==> config.mk <==
export PLATFORM = sky130hd
export DESIGN_NAME = five_bit_text_codec
export DESIGN_NICKNAME = d
export VERILOG_FILES = /design/src/rtl/fbtc_pkg.sv /design/src/rtl/five_bit_text_codec.sv
export SDC_FILE = /design/constraint.sdc
export NUM_CORES = 1
export LEC_CHECK = 0
export ABC_AREA = 1
export BUFFER_PORTS_ARGS = -buffer_cell sky130_fd_sc_hd__buf_4
export CAP_MARGIN = 20
export CORE_ASPECT_RATIO = 0.9
export CORE_UTILIZATION = 63
export CTS_CLUSTER_DIAMETER = 100
export DETAILED_ROUTE_END_ITERATION = 7
export GPL_ROUTABILITY_DRIVEN = 0
export PLACE_DENSITY = 0.85
export SLEW_MARGIN = 5
export SYNTH_ARGS = -nofsm -noshare
export SYNTH_HDL_FRONTEND = slang
export SYNTH_SLANG_ARGS = --single-unit
==> constraint.sdc <==
create_clock -name clk -period 4 [get_ports clk]
set_clock_uncertainty 0.15 [all_clocks]
set_input_delay 0.2 -clock clk [delete_from_list [all_inputs] [get_ports clk]]
set_output_delay 0.2 -clock clk [all_outputs]
set_load 0.1 [all_outputs]
==> src/rtl/fbtc_pkg.sv <==
// fbtc_pkg: word types, register indexes and symbol helper for the five-bit text codec
// no dependencies; imported by five_bit_text_codec and tb
`default_nettype none

package fbtc_pkg;

	typedef struct packed {
		logic       operation;
		logic [7:0] data;
	} in_item_t;

	typedef struct packed {
		logic [7:0] out_char;
		logic       last;
	} out_item_t;

	localparam logic [1:0] CFG_DECODE_MODE = 2'd0;
	localparam logic [1:0] CFG_LINE_LIMIT  = 2'd1;

	localparam logic OP_DATA  = 1'b0;
	localparam logic OP_FLUSH = 1'b1;

	localparam logic [7:0] LINE_LIMIT_RESET = 8'd71;
	localparam logic [7:0] FLUSH_EXTRA_MAX  = 8'd60;
	localparam logic [7:0] NEWLINE          = 8'h0A;
	localparam logic [7:0] SYM_ALPHA_BASE   = 8'h41;
	localparam logic [7:0] SYM_ALPHA_END    = 8'h5A;
	localparam logic [7:0] SYM_DIGIT_BASE   = 8'h30;
	localparam logic [7:0] SYM_DIGIT_END    = 8'h35;
	localparam logic [4:0] SYM_ALPHA_CNT    = 5'd26;

	// 5-bit value to alphabet symbol: A-Z then 0-5
	function automatic logic [7:0] sym_of(input logic [4:0] v);
		logic [7:0] w;
		w = {3'b000, v};
		if (v < SYM_ALPHA_CNT) begin
			sym_of = SYM_ALPHA_BASE + w;
		end else begin
			sym_of = SYM_DIGIT_BASE + w - {3'b000, SYM_ALPHA_CNT};
		end
	endfunction

endpackage

`default_nettype wire

==> src/rtl/five_bit_text_codec.sv <==
// five_bit_text_codec: base32-style encoder/decoder, alphabet A-Z then 0-5, msb first
// depends on fbtc_pkg (word types, register indexes, sym_of)
//
//  channel  | signals                                | direction
//  ---------+----------------------------------------+----------
//  item     | item_valid, item_ready, item           | in
//  result   | result_valid, result_ready, result     | out
//  config   | cfg_we, cfg_index, cfg_wdata           | in
//
// an item is registered in the stage register on acceptance and, once the result
// register can take it, processed into a three-entry result register, whose
// first word is then valid and can be taken while result_ready is high
// an item with k results (k = 0..3) keeps the result register until all are taken,
// so items with at most one result flow at one per cycle while results are taken
// a stalled result side stops the stage register, which then holds the next item
// arst_n clears the stream state, the stage and the result register; line_limit
// resets to 71, decode_mode to encode
`default_nettype none

module five_bit_text_codec (
	input  wire logic                clk,
	input  wire logic                arst_n,
	input  wire logic                item_valid,
	output logic                     item_ready,
	input  wire fbtc_pkg::in_item_t  item,
	output logic                     result_valid,
	input  wire logic                result_ready,
	output fbtc_pkg::out_item_t      result,
	input  wire logic                cfg_we,
	input  wire logic [1:0]          cfg_index,
	input  wire logic [7:0]          cfg_wdata
);
	import fbtc_pkg::*;

	logic        decode_mode_q;
	logic [7:0]  line_limit_q;
	logic [11:0] bit_buffer_q;
	logic [3:0]  bit_count_q;
	logic [7:0]  byte_count_q;

	logic        valid_s1;
	in_item_t    item_s1;

	logic [7:0]  chars_q [3];
	logic [1:0]  res_left_q;

	logic        adv;
	logic [7:0]  nxt_chars [3];
	logic [1:0]  nxt_cnt;
	logic [11:0] nxt_buffer;
	logic [3:0]  nxt_bit_count;
	logic [7:0]  nxt_byte_count;

	// stage advances when the result register is empty or drains its last word now
	assign adv = valid_s1 &&
		((res_left_q == 2'd0) || ((res_left_q == 2'd1) && result_ready));
	assign item_ready = !valid_s1 || adv;

	assign result_valid    = (res_left_q != 2'd0);
	assign result.out_char = chars_q[0];
	assign result.last     = (res_left_q == 2'd1);

	always_comb begin
		logic [4:0]  cnt_e;
		logic [19:0] acc_e;
		logic        two;
		logic [4:0]  rem_e;
		logic [7:0]  s1;
		logic [7:0]  s2;
		logic [7:0]  bcnt_inc;
		logic        nl;
		logic [11:0] pad;
		logic [7:0]  fsym;
		logic        have;
		logic        extra;
		logic        ok;
		logic [4:0]  v;
		logic [16:0] acc_d;
		logic [4:0]  cnt_d;
		logic        ge;
		logic [4:0]  rem_d;

		// encode data word
		cnt_e    = {1'b0, bit_count_q} + 5'd8;
		acc_e    = {bit_buffer_q, item_s1.data};
		two      = (cnt_e >= 5'd10);
		rem_e    = two ? (cnt_e - 5'd10) : (cnt_e - 5'd5);
		s1       = sym_of(5'(acc_e >> (cnt_e - 5'd5)));
		s2       = sym_of(5'(acc_e >> (cnt_e - 5'd10)));
		bcnt_inc = (byte_count_q == 8'hFF) ? 8'hFF : byte_count_q + 8'd1;
		nl       = (bcnt_inc > line_limit_q);

		// encode flush: leftover bits padded on the right
		have  = (bit_count_q != 4'd0);
		extra = (byte_count_q > FLUSH_EXTRA_MAX);
		if (bit_count_q < 4'd5) begin
			pad = bit_buffer_q << (4'd5 - bit_count_q);
		end else begin
			pad = bit_buffer_q >> (bit_count_q - 4'd5);
		end
		fsym = sym_of(pad[4:0]);

		// decode data word
		ok = 1'b1;
		v  = 5'd0;
		if (item_s1.data >= SYM_ALPHA_BASE && item_s1.data <= SYM_ALPHA_END) begin
			v = 5'(item_s1.data - SYM_ALPHA_BASE);
		end else if (item_s1.data >= SYM_DIGIT_BASE && item_s1.data <= SYM_DIGIT_END) begin
			v = 5'(item_s1.data - SYM_DIGIT_BASE) + SYM_ALPHA_CNT;
		end else begin
			ok = 1'b0;
		end
		acc_d = {bit_buffer_q, v};
		cnt_d = {1'b0, bit_count_q} + 5'd5;
		ge    = (cnt_d >= 5'd8);
		rem_d = ge ? (cnt_d - 5'd8) : cnt_d;

		nxt_chars[0]   = s1;
		nxt_chars[1]   = NEWLINE;
		nxt_chars[2]   = NEWLINE;
		nxt_cnt        = 2'd0;
		nxt_buffer     = bit_buffer_q;
		nxt_bit_count  = bit_count_q;
		nxt_byte_count = byte_count_q;

		if (!decode_mode_q) begin
			if (item_s1.operation == OP_DATA) begin
				nxt_chars[0]   = s1;
				nxt_chars[1]   = nl ? NEWLINE : s2;
				nxt_chars[2]   = s2;
				nxt_cnt        = 2'd1 + {1'b0, two} + {1'b0, nl};
				nxt_buffer     = 12'(acc_e & ~(20'hFFFFF << rem_e));
				nxt_bit_count  = 4'(rem_e);
				nxt_byte_count = nl ? 8'd0 : bcnt_inc;
			end else begin
				nxt_chars[0]   = have ? fsym : NEWLINE;
				nxt_cnt        = (have ? 2'd2 : 2'd0) + {1'b0, extra};
				nxt_buffer     = '0;
				nxt_bit_count  = '0;
				nxt_byte_count = '0;
			end
		end else begin
			if (item_s1.operation == OP_DATA) begin
				nxt_chars[0] = 8'(acc_d >> rem_d);
				if (ok) begin
					nxt_cnt       = {1'b0, ge};
					nxt_buffer    = 12'(acc_d & ~(17'h1FFFF << rem_d));
					nxt_bit_count = 4'(rem_d);
				end
			end else begin
				nxt_buffer     = '0;
				nxt_bit_count  = '0;
				nxt_byte_count = '0;
			end
		end
	end

	always_ff @(posedge clk or negedge arst_n) begin
		if (!arst_n) begin
			decode_mode_q <= 1'b0;
			line_limit_q  <= LINE_LIMIT_RESET;
			bit_buffer_q  <= '0;
			bit_count_q   <= '0;
			byte_count_q  <= '0;
		end else if (cfg_we) begin
			case (cfg_index)
				CFG_DECODE_MODE: begin
					decode_mode_q <= cfg_wdata[0];
					bit_buffer_q  <= '0;
					bit_count_q   <= '0;
					byte_count_q  <= '0;
				end
				CFG_LINE_LIMIT: begin
					line_limit_q <= cfg_wdata;
				end
				default: begin
				end
			endcase
		end else if (adv) begin
			bit_buffer_q <= nxt_buffer;
			bit_count_q  <= nxt_bit_count;
			byte_count_q <= nxt_byte_count;
		end
	end

	always_ff @(posedge clk or negedge arst_n) begin
		if (!arst_n) begin
			valid_s1   <= 1'b0;
			res_left_q <= 2'd0;
		end else begin
			if (item_ready) begin
				valid_s1 <= item_valid;
			end
			if (adv) begin
				res_left_q <= nxt_cnt;
			end else if (result_valid && result_ready) begin
				res_left_q <= res_left_q - 2'd1;
			end
		end
	end

	always_ff @(posedge clk) begin
		if (item_valid && item_ready) begin
			item_s1 <= item;
		end
		if (adv) begin
			chars_q <= nxt_chars;
		end else if (result_valid && result_ready) begin
			// shift the next word to the head
			chars_q[0] <= chars_q[1];
			chars_q[1] <= chars_q[2];
		end
	end

	a_enc_bits: assert property (@(posedge clk) disable iff (!arst_n)
		!decode_mode_q |-> bit_count_q < 4'd5)
		else $error("encoder holds five or more pending bits");

	a_dec_bits: assert property (@(posedge clk) disable iff (!arst_n)
		decode_mode_q |-> bit_count_q < 4'd8)
		else $error("decoder holds eight or more pending bits");

	a_load: assert property (@(posedge clk) disable iff (!arst_n)
		adv |=> res_left_q == $past(nxt_cnt))
		else $error("result register not loaded with the item's word count");

	a_stall: assert property (@(posedge clk) disable iff (!arst_n)
		!item_ready |-> valid_s1 && res_left_q != 2'd0)
		else $error("item side stalled with nothing pending");

endmodule

`default_nettype wire

==> parameters.txt, run 1 <==
Parameter                              Value

Timing
  Slew at the pin closest to its max-slew limit    801 ps
  Summed negative setup slack over all endpoints    0 ps
  Max-Slew Margin vs Limit    46.5%
  RSZ-0062 raised after global routing    no
  Maximum clock frequency    0.279 GHz
  Final clock period utilization by the worst path    89.5%
  Max-slew violation count    0
  Worst hold-check slack    25.5 ps
  Minimum clock period after layout    3580 ps
  Final number of setup-violating endpoints    0
  Hold violation total from the final report    0

Clock network
  Clock insertion delay at the later pin of the skew report    340 ps
  Hold Buf Count CTS    18
  CTS tree    built
  Clock sink count    67
  Total of cells resized after clock tree synthesis    0
  Level count of the clock H-tree    3
  Worst-path clk slew    60 ps
  Number of buffers on the longest clock path    2
  Library cell used as clock root buffer    sky130_fd_sc_hd__clkbuf_16
  Total CTS buffers    9
  Post-CTS setup buffer count    0

Layout
  Top library cells by usage in the layout, fill and taps aside    sky130_fd_sc_hd__nand2_1, sky130_fd_sc_hd__inv_1, sky130_fd_sc_hd__nand3_1, sky130_fd_sc_hd__nor2_1, sky130_fd_sc_hd__buf_4
  Commonest non-fill, non-tap cell in the layout    sky130_fd_sc_hd__nand2_1
  Sequential Area    1840 µm²
  Area added between synthesis and finish    11.7%
  Area of the multi-input gates    3950 µm²
  Count of non-filler cells in the finished layout    1160
  Final Net Count    1092
  Core utilization of the finished layout    73.6%
  Fill count    790
  Share of layout cells above drive strength 1    11.6%
  Count of antenna diodes in the layout    0

Placed design
  Detailed-placement wirelength estimate    14700 µm
  Count of input and output buffers    34
  Count of placed standard cells including taps    1126

Floorplan
  Overall die width    109 µm
  I/O pin total    35
  Die Height    98.4 µm
  Die area    10700 µm²
  Number of placement rows    34
  Initial standard-cell utilization of the core    65.9%
  Core Area    9870 µm²

Route
  Number of design-rule violations left by the first detailed-router iteration    961
  Final ANT Viol Nets    0
  Number of vias in the routed layout    7210
  Routed WL    20100 µm
  Routed len/inst    17.3 µm
  Number of iterations in the first detailed-routing pass    8
  Number of remaining DRC errors    31
  Via density    6.22

Synth
  Syn Area/Cell    6.56 µm²
  Combined area of all synthesized cells    6510 µm²
  Top FF cell, synth    sky130_fd_sc_hd__dfrtp_1
  Number of unique standard cell types used by synthesis    50
  Gate count of the mapped netlist    992
  Number of enable flip-flop cells after synthesis    31
  Flop and latch count out of synthesis    67
  Sequential fraction of the synthesis area    28.2%
  Warnings, synthesis    0
  Async set-or-reset flop fraction in the synthesized netlist    53.7%
  Synthesized netlist net count    1055

Global routing
  Most used routing layer in global routing    met2
  First-pass GRT wire length    32400 µm
  Overflow left after global routing    0
  Largest net degree at the start of global routing    37
  Grt met1 use    55.0%
  Overall global routing resource usage    39.1%
  Antenna violations before repair    0
  Vias in the first global route    6590
  Met2 capacity usage during global routing    57.0%
  Met3 usage in global routing    10.6%

Hold path
  Worst hold-check path type    in2reg
  Hold path depth    3

Worst setup path
  Number of cells traversed by the worst register-to-register path    17
  Worst Path Required    3920 ps
  Critical path data arrival time    3500 ps
  Crit. End Element    flip-flop
  Critical setup path kind    reg2reg
  Crit Path Max Fanout    9
  Crit path launch type    flip-flop

Status
  Violated checks    DRC
  Result of the run    complete, but fails checks

Run
  Max_cap viols    0
[kinds of logic (layout without fill, tap and decap cells)]
group           after synthesis  count (layout)  share of synthesized area [%]
simple gates                534             534                           36.0
xor+xnor                      5               5                          0.673
compound gates              177             177                           16.6
fa+ha+maj                    39              39                           7.50
buf+inv                     170             212                           11.0
flops                        67              67                           28.2
[Yosys cell counts (all sizes together), types with 4 or more instances]
cell type | count | area share [%]
o32ai | 6 | 0.81
edfxtp | 31 | 14
o21ai | 67 | 5.4
inv | 130 | 7.5
buf | 27 | 2.8
nand3 | 115 | 9.5
o211ai | 17 | 2.0
dfstp | 4 | 1.6
nand4 | 14 | 1.3
dfrtp | 32 | 12
nor3 | 9 | 0.69
clkbuf | 12 | 0.69
ha | 39 | 7.5
a21oi | 41 | 3.2
a31oi | 9 | 0.87
nor2 | 74 | 5.0
and2 | 8 | 0.77
o31ai | 5 | 0.58
nand2 | 310 | 18
o22ai | 12 | 1.2
[cell type report]
class                      instances  share of cell area [%]
inverter                         131                    6.77
sequential                        67                    25.3
clock inverter                     6                   0.912
timing repair buffer              65                    7.33
tap                              126                    2.17
clock buffer                      10                    3.15
multi-input combinational        755                    54.4
[metal layers]
| layer | wire [µm] | up-vias | part of all wire, % |
|---|---|---|---|
| met5 | 0 | - | 0 |
| met4 | 736 | 0 | 3.7 |
| met3 | 2760 | 86 | 14 |
| met2 | 8430 | 563 | 42 |
| met1 | 8160 | 3187 | 41 |
| li1 | - | 3374 | - |
[final timing paths]
path	startpoint	end	slack, ps
min in group asynchronous	arst_n	line_limit_q[5]$_DFFE_PN0P_	210
setup / recovery	byte_count_q[1]$_DFFE_PN0P_	chars_q[11]$_DFFE_PP_	420
max in group asynchronous	arst_n	line_limit_q[0]$_DFFE_PN1P_	3130
hold / removal	cfg_wdata[4]	line_limit_q[4]$_DFFE_PN0P_	30
hold reg to reg	line_limit_q[2]$_DFFE_PN1P_	line_limit_q[2]$_DFFE_PN1P_	340
setup reg to reg	byte_count_q[1]$_DFFE_PN0P_	chars_q[11]$_DFFE_PP_	420
[through the flow]
step | instance area (µm²) | setup slack, ps
6_report | 7270 | 420
5_1_grt | 7270 | 18.8
4_1_cts | 7270 | 520
3_5_place_dp | 6790 | 612
3_3_place_gp | 6790 | 692
2_1_floorplan | 6510 | 564
[critical path, stage by stage, from the launching register on]
cell and delay [ps]:
sky130_fd_sc_hd__dfrtp_1 380, sky130_fd_sc_hd__ha_1 200, sky130_fd_sc_hd__inv_1 60, sky130_fd_sc_hd__nor2_1 160
sky130_fd_sc_hd__inv_1 80, sky130_fd_sc_hd__nor2_1 140, sky130_fd_sc_hd__nand2_1 90, sky130_fd_sc_hd__nor2_1 310
sky130_fd_sc_hd__nor3_1 140, sky130_fd_sc_hd__inv_1 90, sky130_fd_sc_hd__ha_1 140, sky130_fd_sc_hd__nand2_1 60
sky130_fd_sc_hd__nor2_1 130, sky130_fd_sc_hd__nand3_1 80, sky130_fd_sc_hd__o21ai_0 320, sky130_fd_sc_hd__nand2_1 310
sky130_fd_sc_hd__nor2_1 350, sky130_fd_sc_hd__a21oi_1 130
[flip-flops by register name, summed over array words and instances (netlist names)]
signal         flops
bit_buffer_q      12
bit_count_q        4
byte_count_q       8
chars_q           14
decode_mode_q      1
item_s1            9
line_limit_q       8
res_left_q         2
result             8
valid_s1           1
Power of run 1 is not shown: default switching activity piles up to over one toggle a cycle in this logic, so the estimate is an artifact.
==> inputs of run 2 (changes only) <==
--- a/config.mk
+++ b/config.mk
@@ -13,6 +13,7 @@
 export CTS_CLUSTER_DIAMETER = 100
 export DETAILED_ROUTE_END_ITERATION = 7
 export GPL_ROUTABILITY_DRIVEN = 0
+export MAX_ROUTING_LAYER = met4
 export PLACE_DENSITY = 0.85
 export SLEW_MARGIN = 5
 export SYNTH_ARGS = -nofsm -noshare
==> constraint.sdc (replaced) <==
create_clock -name clk -period 4 [get_ports clk]
set_clock_uncertainty 0.15 [all_clocks]
set_input_delay 0.4 -clock clk [delete_from_list [all_inputs] [get_ports clk]]
set_output_delay 0.4 -clock clk [all_outputs]
set_load 0.1 [all_outputs]
==> parameters.txt, run 2 (synthesis gave the netlist of run 1 again) <==
Parameter                              Value

Timing
  Max-slew violation count    0 (unchanged)
  Hold violation total from the final report    0 (unchanged)
  Minimum clock period after layout    3560 ps (-21.0 ps)
  RSZ-0062 raised after global routing    no
  Final clock period utilization by the worst path    89.0% (-0.53 points)
  Maximum clock frequency    0.281 GHz (+0.59%)
  Slew at the pin closest to its max-slew limit    805 ps (+4.57 ps)
  Summed negative setup slack over all endpoints    0 ps (unchanged)
  Final number of setup-violating endpoints    0 (unchanged)
  Max-Slew Margin vs Limit    46.2% (-0.31 points)

Layout
  Commonest non-fill, non-tap cell in the layout    sky130_fd_sc_hd__nand2_1
  Final Net Count    1075 (-1.6%)
  Registers with the highest flip-flop counts    chars_q x14, bit_buffer_q x12, item_s1 x9
  Share of layout cells above drive strength 1    11.8% (+0.19 points)
  Top reg by flops    chars_q
  Top library cells by usage in the layout, fill and taps aside    sky130_fd_sc_hd__nand2_1, sky130_fd_sc_hd__inv_1, sky130_fd_sc_hd__nand3_1, sky130_fd_sc_hd__nor2_1, sky130_fd_sc_hd__buf_4
  Count of antenna diodes in the layout    0 (unchanged)
  Fill count    823 (+4.2%)
  Max reg flops    14 (unchanged)
  Area added between synthesis and finish    9.08%

Clock network
  Level count of the clock H-tree    3 (unchanged)
  Total CTS buffers    9 (unchanged)
  Worst-path clk slew    60 ps (about the same)
  Total of cells resized after clock tree synthesis    0 (unchanged)
  Library cell used as clock root buffer    sky130_fd_sc_hd__clkbuf_16
  CTS tree    built
  Clock insertion delay at the later pin of the skew report    340 ps (about the same)
  Number of buffers on the longest clock path    2 (unchanged)
  Clock sink count    67 (unchanged)

Worst setup path
  Capturing element of the worst setup path    chars_q[11]$_DFFE_PP_
  Number of cells traversed by the worst register-to-register path    17 (unchanged)
  Crit path launch type    flip-flop
  Endpoint of the lowest-slack register-to-register path    chars_q[11]$_DFFE_PP_
  Beginning of the worst register-to-register path    byte_count_q[1]$_DFFE_PN0P_
  Crit. End Element    flip-flop
  Worst Path Required    3930 ps (about the same)
  R2r setup slk    440 ps (+20 ps)
  Critical setup path kind    reg2reg
  Critical Path Start    byte_count_q[1]$_DFFE_PN0P_
  Critical path data arrival time    3490 ps (about the same)
  Crit Path Max Fanout    9 (unchanged)

Floorplan
  Core Area    9870 µm² (unchanged)
  Die Height    98.4 µm (unchanged)
  Initial standard-cell utilization of the core    65.9% (unchanged)
  Number of placement rows    34 (unchanged)
  Overall die width    109 µm (unchanged)
  Die area    10700 µm² (unchanged)
  I/O pin total    35 (unchanged)

Global routing
  Most used routing layer in global routing    met2
  Vias in the first global route    6438 (-2.3%)
  Met2 capacity usage during global routing    54.8% (-2.2 points)
  Overall global routing resource usage    39.5% (+0.37 points)
  First-pass GRT wire length    31700 µm (-2.0%)
  Grt met1 use    54.7% (-0.30 points)
  Overflow left after global routing    0 (unchanged)
  Met3 usage in global routing    9.99% (-0.66 points)
  Antenna violations before repair    0 (unchanged)
  Largest net degree at the start of global routing    37 (unchanged)

Run
  Max_cap viols    0 (unchanged)

Route
  Number of iterations in the first detailed-routing pass    7 (-1)
  Number of vias in the routed layout    7143 (-0.93%)
  Routed WL    19700 µm (-2.1%)
  Number of remaining DRC errors    0 (-100%)
  Via density    6.25 (+0.54%)
  Final ANT Viol Nets    0 (unchanged)
  Number of design-rule violations left by the first detailed-router iteration    1027 (+6.9%)
  Routed len/inst    17.2 µm (-0.64%)

Placed design
  Count of input and output buffers    34 (unchanged)
  Detailed-placement wirelength estimate    14700 µm (unchanged)

Hold path
  Worst hold-check path type    in2reg

Status
  Result of the run    complete, no violations
## run 2: cell count changes in the layout (fill, tap and decap cells not counted)
cell	before	now
sky130_fd_sc_hd__dlygate4sd3_1	18	1
## run 2: cell type report
class	instances	area (µm²)	share of cell area, %
inverters	131	492	6.93
flip-flops and latches	67	1840	25.9
clock inverters	6	66.3	0.934
multi-input cells	755	3950	55.7
repair buffers	48	363	5.11
well taps	126	158	2.22
clock buffers	10	229	3.23
## run 2: critical path, cell delays in order, from the launching register on
cell and delay [ps]:
sky130_fd_sc_hd__dfrtp_1 380, sky130_fd_sc_hd__ha_1 200, sky130_fd_sc_hd__inv_1 60, sky130_fd_sc_hd__nor2_1 160, sky130_fd_sc_hd__inv_1 70, sky130_fd_sc_hd__nor2_1 150
sky130_fd_sc_hd__nand2_1 90, sky130_fd_sc_hd__nor2_1 310, sky130_fd_sc_hd__nor3_1 150, sky130_fd_sc_hd__inv_1 90, sky130_fd_sc_hd__ha_1 140, sky130_fd_sc_hd__nand2_1 60
sky130_fd_sc_hd__nor2_1 130, sky130_fd_sc_hd__nand3_1 80, sky130_fd_sc_hd__o21ai_0 300, sky130_fd_sc_hd__nand2_1 310, sky130_fd_sc_hd__nor2_1 350, sky130_fd_sc_hd__a21oi_1 130
## run 2: repair_timing
action / in CTS / in global routing
buffers inserted: 0 / 0
hold buffers: 1 / 0
hold endpoints to repair: 32 / 0
## run 2: per-layer routing
layer | up-vias | part of all wire, % | routed length (µm)
li1 | 3343 | - | -
met4 | 0 | 3.5 | 696
met2 | 533 | 42 | 8190
met1 | 3178 | 42 | 8190
met3 | 89 | 13 | 2600
met5 | - | 0 | 0
## run 2: worst min-delay path by stage
stage / startpoint / end / slack, ps / cells past startpoint
after global placement: arst_n / line_limit_q[5]$_DFFE_PN0P_ / 230 / 1
after detailed placement: arst_n / line_limit_q[5]$_DFFE_PN0P_ / 240 / 1
after floorplan: arst_n / bit_buffer_q[0]$_DFFE_PN0P_ / -50 / 0
after CTS: item[7] / item_s1[7]$_DFFE_PP_ / 80 / 1
final: item[2] / item_s1[2]$_DFFE_PP_ / 80 / 1
after global routing: item[8] / item_s1[8]$_DFFE_PP_ / 80 / 1
## run 2: per-stage QoR
step	utilization (%)	hold slack [ps]	setup WS (ps)	instances	area [µm²]
global placement	68.8	232	692	1126	6790
floorplan	-	-45.6	564	992	6510
finish	71.9	79.6	441	1143	7100
global route	71.9	78.5	18.7	1143	7100
CTS	71.9	78.6	520	1143	7100
detailed placement	68.8	236	612	1126	6790
Power of run 2 is left out for the same reason.
==> inputs of run 3 (changes only) <==
--- a/config.mk
+++ b/config.mk
@@ -15,6 +15,7 @@
 export GPL_ROUTABILITY_DRIVEN = 0
 export MAX_ROUTING_LAYER = met4
 export PLACE_DENSITY = 0.85
+export REMOVE_ABC_BUFFERS = 1
 export SLEW_MARGIN = 5
 export SYNTH_ARGS = -nofsm -noshare
 export SYNTH_HDL_FRONTEND = slang
==> parameters.txt, run 3 (synthesis gave the netlist of run 1 again) <==
Parameter                              Value

Status
  Result of the run    complete, no violations

Worst setup path
  Critical setup path kind    reg2reg
  Crit. End Element    flip-flop
  Slowest cell on the critical path    sky130_fd_sc_hd__dfrtp_1
  Critical path data arrival time    3440 ps (-50 ps)
  Cell family with the largest share of critical-path delay    simple AND/OR/NAND/NOR gates
  Worst Path Required    3930 ps (about the same)
  R2r setup slk    490 ps (+40 ps)
  Crit path launch type    flip-flop
  Combined buffer and inverter count along the critical path    3 (unchanged)
  Critical path's largest stage delay    370 ps (about the same)
  Crit Path Max Fanout    9 (unchanged)
  Critical Path, Cell by Cell    ha_1 -> inv_1 -> nor2_1 -> inv_1 -> nor2_1 -> nand2_1 -> nor2_1 -> a21oi_1 -> inv_1 -> ha_1 -> a21oi_1 -> o21ai_0 -> nand2_1 -> o211ai_1 -> o21ai_1 -> nand2_1 -> nor2_1 -> a21oi_1
  Most frequent cell on the critical path    sky130_fd_sc_hd__nor2_1

Clock network
  Number of buffers on the longest clock path    2 (unchanged)
  Clock insertion delay at the later pin of the skew report    340 ps (about the same)
  Post-CTS setup buffer count    0 (unchanged)
  Library cell used as clock root buffer    sky130_fd_sc_hd__clkbuf_16
  Clock sink count    67 (unchanged)
  Total CTS buffers    9 (unchanged)
  Worst-path clk slew    60 ps (about the same)
  CTS tree    built
  Level count of the clock H-tree    3 (unchanged)

Floorplan
  Die Height    98.4 µm (unchanged)
  Die area    10700 µm² (unchanged)
  Overall die width    109 µm (unchanged)
  Number of placement rows    34 (unchanged)
  Core Area    9870 µm² (unchanged)
  I/O pin total    35 (unchanged)
  Initial standard-cell utilization of the core    65.9% (unchanged)

Global routing
  Largest net degree at the start of global routing    37 (unchanged)
  Overall global routing resource usage    39.3% (-0.15 points)
  Vias in the first global route    6385 (-0.82%)
  Antenna violations before repair    0 (unchanged)
  First-pass GRT wire length    31500 µm (-0.83%)
  Overflow left after global routing    0 (unchanged)

Layout
  Max reg flops    14 (unchanged)
  Count of antenna diodes in the layout    0 (unchanged)
  Registers with the highest flip-flop counts    chars_q x14, bit_buffer_q x12, item_s1 x9
  Share of layout cells above drive strength 1    11.5% (-0.26 points)
  Final Net Count    1072 (-0.28%)
  Fill count    862 (+4.7%)
  Area added between synthesis and finish    8.73%
  Top library cells by usage in the layout, fill and taps aside    sky130_fd_sc_hd__nand2_1, sky130_fd_sc_hd__inv_1, sky130_fd_sc_hd__nand3_1, sky130_fd_sc_hd__nor2_1
  Commonest non-fill, non-tap cell in the layout    sky130_fd_sc_hd__nand2_1
  Core utilization of the finished layout    71.7% (-0.23 points)
  Top reg by flops    chars_q
  Count of non-filler cells in the finished layout    1140 (-0.26%)

Hold path
  Worst hold-check path type    in2reg

Route
  Routed len/inst    16.9 µm (-1.9%)
  Number of design-rule violations left by the first detailed-router iteration    948 (-7.7%)
  Number of iterations in the first detailed-routing pass    7 (unchanged)
  Number of remaining DRC errors    0 (unchanged)
  Via density    6.25 (about the same)
  Final ANT Viol Nets    0 (unchanged)
  Routed WL    19200 µm (-2.1%)
  Number of vias in the routed layout    7125 (-0.25%)

Timing
  Slew at the pin closest to its max-slew limit    752 ps (-52.8 ps)
  Hold violation total from the final report    0 (unchanged)
  Maximum clock frequency    0.284 GHz (+1.3%)
  Summed negative setup slack over all endpoints    0 ps (unchanged)
  Max-slew violation count    0 (unchanged)
  Worst hold-check slack    80.9 ps (+1.31 ps)
  Max-Slew Margin vs Limit    49.5% (+3.3 points)
  Final clock period utilization by the worst path    87.9% (-1.1 points)
  Final number of setup-violating endpoints    0 (unchanged)
  RSZ-0062 raised after global routing    no
  Minimum clock period after layout    3510 ps (-44.0 ps)

Run
  Max_cap viols    0 (unchanged)

Placed design
  Detailed-placement wirelength estimate    14600 µm (-0.67%)
  Count of placed standard cells including taps    1123 (-0.27%)
  Count of input and output buffers    34 (unchanged)
## run 3: cell count changes in the layout (fill, tap and decap cells not counted)
cell / before / now
sky130_fd_sc_hd__o21ai_0: 45 / 44
sky130_fd_sc_hd__clkinvlp_4: 0 / 2
sky130_fd_sc_hd__o21ai_1: 18 / 19
sky130_fd_sc_hd__buf_4: 47 / 44
sky130_fd_sc_hd__clkbuf_16: 9 / 10
sky130_fd_sc_hd__clkinv_4: 2 / 0
sky130_fd_sc_hd__clkinv_2: 2 / 0
sky130_fd_sc_hd__inv_6: 1 / 3
sky130_fd_sc_hd__bufinv_16: 1 / 0
## run 3: worst paths after layout
kind                                        startpoint                           to  depth (start not counted)
setup / recovery           byte_count_q[1]$_DFFE_PN0P_        chars_q[11]$_DFFE_PP_                         18
hold / removal                                 item[4]         item_s1[4]$_DFFE_PP_                          1
setup reg to reg           byte_count_q[1]$_DFFE_PN0P_        chars_q[11]$_DFFE_PP_                         18
hold reg to reg            line_limit_q[1]$_DFFE_PN1P_  line_limit_q[1]$_DFFE_PN1P_                          2
max in group asynchronous                       arst_n  line_limit_q[0]$_DFFE_PN1P_                          2
min in group asynchronous                       arst_n  line_limit_q[7]$_DFFE_PN0P_                          2
## run 3: final cells by class
type / count / area, µm² / area share [%]
clock buffer: 11 / 254 / 3.59
clock inverter: 5 / 41.3 / 0.584
inverter: 131 / 492 / 6.95
multi-input combinational: 755 / 3950 / 55.9
sequential: 67 / 1840 / 26.0
tap: 126 / 158 / 2.23
timing repair buffer: 45 / 340 / 4.81
## run 3: routing by layer
layer  vias up  routed length [µm]  GRT usage [%]
li1       3345                   -              -
met1      3199                7710           53.3
met4         0                 765           16.6
met2       499                7950           53.5
met3        82                2820           12.8
met5         -                   0              -
## run 3: through the flow
step,setup slack (ps),area (µm²)
2_1_floorplan,-332,6280
3_3_place_gp,688,6770
3_5_place_dp,542,6770
4_1_cts,458,7080
5_1_grt,74.1,7080
6_report,485,7080
## run 3: repair_timing
| item | in CTS | in global routing |
|---|---|---|
| setup endpoints to repair | 0 | 2 |
| hold buffers | 1 | 0 |
| endpoints found under the hold margin | 32 | 0 |
| resized for setup | 0 | 1 |
Power of run 3 is left out for the same reason.
